File: src/hdl/assert_macros.svh
// Assertion helpers, included by multi_channel_bin_accumulator.sv.
`ifndef ASSERT_MACROS_SVH
`define ASSERT_MACROS_SVH

// Check on every clock edge outside reset.
`define ASSERT_CLK(lbl, prop, msg) \
  lbl: assert property (@(posedge clk) disable iff (!rst_n) prop) else $error(msg);

// Check on every clock edge, reset included.
`define ASSERT_ALL(lbl, prop, msg) \
  lbl: assert property (@(posedge clk) prop) else $error(msg);

`endif

File: src/hdl/mcba_pkg.sv
package mcba_pkg;

  localparam int KEY_W      = 32;
  localparam int SCALE_W    = 32;
  localparam int SCALE_FRAC = 24;
  localparam int LIMIT_W    = 11;
  localparam int BINSEL_W   = 11;
  localparam int SAMPLE_W   = 32;
  localparam int CONT_W     = 48;
  localparam int USED_W     = 10;
  localparam int CHAN_W     = 2;
  localparam int REQ_W      = 2;
  localparam int CFG_IDX_W  = 2;
  localparam int PROD_W     = KEY_W + SCALE_W;
  localparam int BIN_FULL_W = PROD_W - SCALE_FRAC;

  localparam logic signed [KEY_W-1:0] HIST_MIN_RST    = 32'sd0;
  localparam logic [SCALE_W-1:0]      BIN_SCALE_RST   = 32'd16777216;
  localparam logic [LIMIT_W-1:0]      BINS_IN_USE_RST = 11'd1024;

  localparam logic signed [CONT_W-1:0] CONT_MAX = {1'b0, {(CONT_W-1){1'b1}}};
  localparam logic signed [CONT_W-1:0] CONT_MIN = {1'b1, {(CONT_W-1){1'b0}}};

  typedef enum logic [REQ_W-1:0] {
    REQ_ADD  = 2'd0,
    REQ_MAX  = 2'd1,
    REQ_MIN  = 2'd2,
    REQ_READ = 2'd3
  } req_t;

  typedef enum logic [CFG_IDX_W-1:0] {
    CFG_HIST_MIN    = 2'd0,
    CFG_BIN_SCALE   = 2'd1,
    CFG_BINS_IN_USE = 2'd2
  } cfg_idx_t;

  typedef enum logic [2:0] {
    ST_CLEAR,
    ST_IDLE,
    ST_MUL,
    ST_CHECK,
    ST_READ,
    ST_WRITE
  } state_t;

  typedef struct packed {
    req_t                       req;
    logic signed [SAMPLE_W-1:0] sample;
  } upd_cmd_t;

endpackage

File: src/hdl/mcba_update.sv
module mcba_update (
  input  mcba_pkg::upd_cmd_t                  cmd,
  input  logic signed [mcba_pkg::CONT_W-1:0]  cur,
  output logic signed [mcba_pkg::CONT_W-1:0]  nxt
);
  import mcba_pkg::*;

  logic signed [CONT_W:0]   sum;
  logic signed [CONT_W-1:0] sample_ext;

  assign sample_ext = {{(CONT_W-SAMPLE_W){cmd.sample[SAMPLE_W-1]}}, cmd.sample};
  assign sum        = {cur[CONT_W-1], cur} + {sample_ext[CONT_W-1], sample_ext};

  always_comb begin
    case (cmd.req)
      REQ_ADD: begin
        // clamp when the carry disagrees with the sign
        if (sum[CONT_W] != sum[CONT_W-1]) begin
          nxt = sum[CONT_W] ? CONT_MIN : CONT_MAX;
        end else begin
          nxt = sum[CONT_W-1:0];
        end
      end
      REQ_MAX:  nxt = (sample_ext > cur) ? sample_ext : cur;
      REQ_MIN:  nxt = (sample_ext < cur) ? sample_ext : cur;
      default:  nxt = cur;
    endcase
  end

endmodule

File: config.mk
export PLATFORM = sky130hd
export DESIGN_NAME = mcba_update
export DESIGN_NICKNAME = d
export VERILOG_FILES = /design/src/hdl/assert_macros.svh /design/src/hdl/mcba_pkg.sv /design/src/hdl/mcba_update.sv
export SDC_FILE = /design/constraint.sdc
export NUM_CORES = 1
export LEC_CHECK = 0
export ABC_AREA = 1
export ABC_CLOCK_PERIOD_IN_PS = 2400
export BUFFER_PORTS_ARGS = -buffer_cell sky130_fd_sc_hd__buf_4
export CORE_ASPECT_RATIO = 0.5
export CORE_MARGIN = 5
export CORE_UTILIZATION = 61
export DETAILED_ROUTE_END_ITERATION = 12
export PLACE_DENSITY = 0.95
export RECOVER_POWER = 25
export SETUP_SLACK_MARGIN = 0.3
export SYNTH_ARGS = -nofsm -noshare
export SYNTH_HDL_FRONTEND = slang
export SYNTH_SLANG_ARGS = --single-unit
File: constraint.sdc
create_clock -name vclk -period 2.4
set_input_delay 0.12 -clock vclk [all_inputs]
set_output_delay 0.12 -clock vclk [all_outputs]
set_load 0.05 [all_outputs]
==> results of run 1 <==
[per-stage QoR]
step | utilization (%) | area [µm²] | TNS, ns
3_3_place_gp | 88.5 | 11100 | -13.39
2_1_floorplan | - | 7940 | -0.400
3_5_place_dp | 88.5 | 11100 | -21.86
[kinds of logic after synthesis]
| logic type | Yosys count |
|---|---|
| compound gates | 142 |
| xor+xnor | 31 |
| fa+ha+maj | 97 |
| buf+inv | 310 |
| simple gates | 962 |
==> qor.log, run 1 <==
qor: yosys.synth.mux.area_fraction 0%
qor: yosys.post_synth_inst_count 1542
qor: clock_tree.cts_resized 217
qor: status.flow.stopped_at clock tree synthesis
qor: status.outcome aborted with a tool error
qor: yosys.synth_top_family_by_area simple AND/OR/NAND/NOR gates
qor: status.error_line [ERROR DPL-0033] detailed placement checks failed during check placement.
qor: place.globalplace.congestion 1.31
qor: floorplanning.row_count 29
qor: yosys.syn_nets 1721
qor: clock_tree.post-cts-setup-buffers 25
qor: place.port_buffers 130
qor: place.place.detailed.hpwl 30400 µm
qor: yosys.synthDominantCellAreaShare 24.5%
qor: yosys.yosys.area_share.xor_xnor 3.49%
qor: yosys.synth_compound_gate_area_share 9.80%
qor: yosys.netlist_area 7780 µm²
qor: yosys.synth_cell_types 34
qor: place.place_worst_setup_slack -0.496 ns
qor: floorplanning.x_dimension_of_the_die 170 µm
qor: yosys.yosysWarnings 0
qor: yosys.post_synth_most_frequent_cells 507 x sky130_fd_sc_hd__nand2_1, 245 x sky130_fd_sc_hd__inv_1, 226 x sky130_fd_sc_hd__nand3_1
qor: yosys.synth.avg_cell_area 5.04 µm²
qor: yosys.yosys.cell_count.top_type sky130_fd_sc_hd__nand2_1
qor: place.place.detailed.instances 2089
qor: yosys.synth_fa_ha_area_share 15.7%
qor: yosys.synth_top_area_cell sky130_fd_sc_hd__nand2_1
qor: yosys.cell_types_occupying_the_most_area_after_synthesis sky130_fd_sc_hd__nand2_1 24%, sky130_fd_sc_hd__ha_1 15%, sky130_fd_sc_hd__nand3_1 15%
qor: floorplanning.fp.dieH 89.9 µm
qor: floorplanning.initial_utilization 61.8%
qor: yosys.seq_area_frac_synth 0%
qor: floorplanning.top_level_ports 130
qor: yosys.post_synth_and_or_nand_nor_area_fraction 54.4%
qor: clock_tree.holdBufCountCts 0
==> run 2: changes to the inputs <==
Settings changed: CORE_ASPECT_RATIO 0.5 to not set, CORE_UTILIZATION 61 to 40, PLACE_DENSITY 0.95 to not set, PLACE_DENSITY_LB_ADDON set to 0.15, SETUP_SLACK_MARGIN 0.3 to not set.
==> run 2 against run 1 <==
Against the previous run:
- the flow now finishes, with violations (setup timing)
- synthesized area is the same
- synthesized cell count unchanged
==> qor.log, run 2 <==
qor: yosys.synth_top_area_cell sky130_fd_sc_hd__nand2_1
qor: drt.drt.antenna.violating_nets 0
qor: critical_path.worstSetupEndpointType output port
qor: global_routing.total_overflow_reported_by_the_global_router 0
qor: critical_path.setup.worst_path.class primary input to output port
qor: global_routing.grt_pass1_wl 57200 µm
qor: finish.final_area 13900 µm²
qor: sta.setup_repair_after_global_routing_missed_its_margin true
qor: critical_path.timing.critical_path.slowest_stage_cell sky130_fd_sc_hd__ha_4
qor: yosys.post_synth_inst_count 1542
qor: drt.detailroute.via_count 12200
qor: pwr.peakVddDrop 0.222 mV
qor: finish.seq_cell_count 0
qor: yosys.syn_nets 1721
qor: critical_path.cp.arrival 2.60 ns
qor: finish.fillers 1713
qor: yosys.post_synth_most_frequent_cells 507 x sky130_fd_sc_hd__nand2_1, 245 x sky130_fd_sc_hd__inv_1, 226 x sky130_fd_sc_hd__nand3_1
qor: status.outcome complete, but fails checks
qor: global_routing.groute.usage.overall 31.6%
qor: critical_path.startpoint_type primary input
qor: sta.setup_slack -0.316 ns
qor: place.place.detailed.hpwl 29800 µm
qor: yosys.cell_types_occupying_the_most_area_after_synthesis sky130_fd_sc_hd__nand2_1 24%, sky130_fd_sc_hd__ha_1 15%, sky130_fd_sc_hd__nand3_1 15%
qor: floorplanning.fp.dieH 149 µm
qor: floorplanning.die_area 22300 µm²
qor: global_routing.antenna_found_initial 0
qor: sta.final_number_of_max_transition_violations 0
qor: yosys.synth_cell_types 34
qor: sta.hold_violations 0
qor: finish.commonest_non_fill_non_tap_cells_in_the_layout 441 x sky130_fd_sc_hd__nand2_1, 432 x sky130_fd_sc_hd__buf_4, 213 x sky130_fd_sc_hd__inv_1
qor: finish.final_nets 2198
qor: drt.route.detailed.wl_per_inst 18.2 µm
qor: yosys.yosysWarnings 0
qor: finish.layoutNonFillerInstCount 2282
qor: finish.flow.area_growth_from_synthesis 78.7%
qor: min_path.hold_path.class primary input to output port
qor: place.placedInstanceArea 11600 µm²
qor: critical_path.critPathTopFamily simple AND/OR/NAND/NOR gates
qor: global_routing.grt_pass1_vias 11000
qor: yosys.synth.avg_cell_area 5.04 µm²
qor: finish.sequential_cell_area_in_the_final_layout 0 µm²
qor: place.port_buffers 130
qor: yosys.synthDominantCellAreaShare 24.5%
qor: drt.detail_route.vias_per_cell 5.34
qor: place.place.detailed.instances 2237
qor: yosys.seq_area_frac_synth 0%
qor: finish.clkbuf_count 0
qor: run.max-cap-violations 0
qor: yosys.yosys.cell_count.top_type sky130_fd_sc_hd__nand2_1
qor: finish.layout_commonest_cell sky130_fd_sc_hd__nand2_1
qor: floorplanning.floorplan.core_area 19300 µm²
qor: status.violations setup timing
qor: drt.drt_first_iter_violations 1080
qor: finish.antenna_cells_inserted 0
qor: min_path.hp-start cur[37]
qor: sta.worst_pin_slew 0.620 ns
qor: critical_path.timing.critical_path.fanout_max 8
qor: pwr.power_density 344 nW/µm²
qor: drt.drtPass1Iterations 6
qor: drt.drt_wl_total 41600 µm
qor: floorplanning.top_level_ports 130
qor: sta.clock.fmax 0.368 GHz
qor: yosys.netlist_area 7780 µm²
qor: critical_path.crit_start cmd[31]
qor: critical_path.worst_ep_required_time 2.28 ns
qor: pwr.power.leakage 0.00725 µW
qor: place.globalplace.congestion 0.999
qor: place.place_worst_setup_slack -0.678 ns
qor: critical_path.timing.critical_path.cells buf_16 > buf_6 > ha_4 > buf_6 > nand2_2 > inv_2 > nand3_4 > nor2_4 > nand3_4 > nor2_2 > nand2_2 > nand3_2 > nand2_4 > nand2_8 > buf_12 > nand3_4 > clkbuf_16 > nand3_2 > nand4_1 > buf_6
qor: sta.final.period_utilization 113%
qor: finish.final_layout_size_suffix_gt1_share 41.1%
qor: floorplanning.x_dimension_of_the_die 149 µm
qor: global_routing.grt_start_max_net_pins 49
qor: critical_path.critical_path.max_stage_delay 0.27 ns
qor: drt.dr_drc_count 0
qor: sta.relSlewSlack 58.7%
qor: floorplanning.initial_utilization 40.2%
qor: floorplanning.row_count 51
qor: sta.setup_viol 48
qor: sta.period_needed 2.72 ns
qor: sta.worst_hold_slack 0.627 ns
qor: critical_path.path_buf_inv 7
run 2: cell counts after synthesis:
No cell type changed its count.
run 2: area by class of cell:
class              count  area [µm²]  area share (%)
inverters            255         975            7.01
well taps            265         332            2.39
multi-input cells   1232        7900            56.8
repair buffers       528        4680            33.7
repair inverters       2        17.5           0.126
run 2: per-stage QoR:
stage                     power [µW]  setup TNS, ns  util (%)
after CTS                       4030         -13.67      62.6
after global placement          3760         -26.02      60.2
after floorplan                 2210         -0.400         -
after detailed placement        3780         -28.64      60.2
final                           4780         -11.98      71.9
after global routing            5070         -16.82      71.9
run 2: timing repair:
action / in CTS / in global routing
endpoints found under the hold margin: 0 / 0
gates resized for setup: 84 / 330
hold buffers: 0 / 0
buffers inserted: 7 / 19
gates cloned: 2 / 17
pin swaps: 18 / 114
endpoints found under the setup margin: 48 / 48
run 2: cells by family (layout without fill, tap and decap cells):
logic type	count (synthesis)	count (layout)	share of synthesized area [%]
and+or+nand+nor	962	962	54.4
AOI/OAI and AO/OA	142	142	9.80
adders and majority gates	97	97	15.7
xor gates and xnor gates	31	31	3.49
buffers and inverters	310	785	16.6
run 2: path summary, 6_finish.rpt:
path	cells after the start	slack [ns]	end
worst max-delay path	20	-0.32	nxt[43]
worst min-delay path	4	0.63	nxt[37]
run 2: where the power goes:
part           leakage [µW]  switching (µW)  internal, µW
combinational       0.00725            2760          2020
clock                     0               0             0
sequential                0               0             0
run 2: routing by layer:
layer | GRT usage, % | share of wire [%]
met1 | 44.7 | 44
met2 | 52.8 | 45
met3 | 2.48 | 8.1
met4 | 6.50 | 3.0
met5 | 0 | 0
run 2: worst min-delay path, cell delays in order:
cell                      delay [ns]
sky130_fd_sc_hd__buf_4          0.09
sky130_fd_sc_hd__nand2_1        0.04
sky130_fd_sc_hd__nand4_1        0.09
sky130_fd_sc_hd__buf_6          0.16
Power figures use the tool's default switching activity.
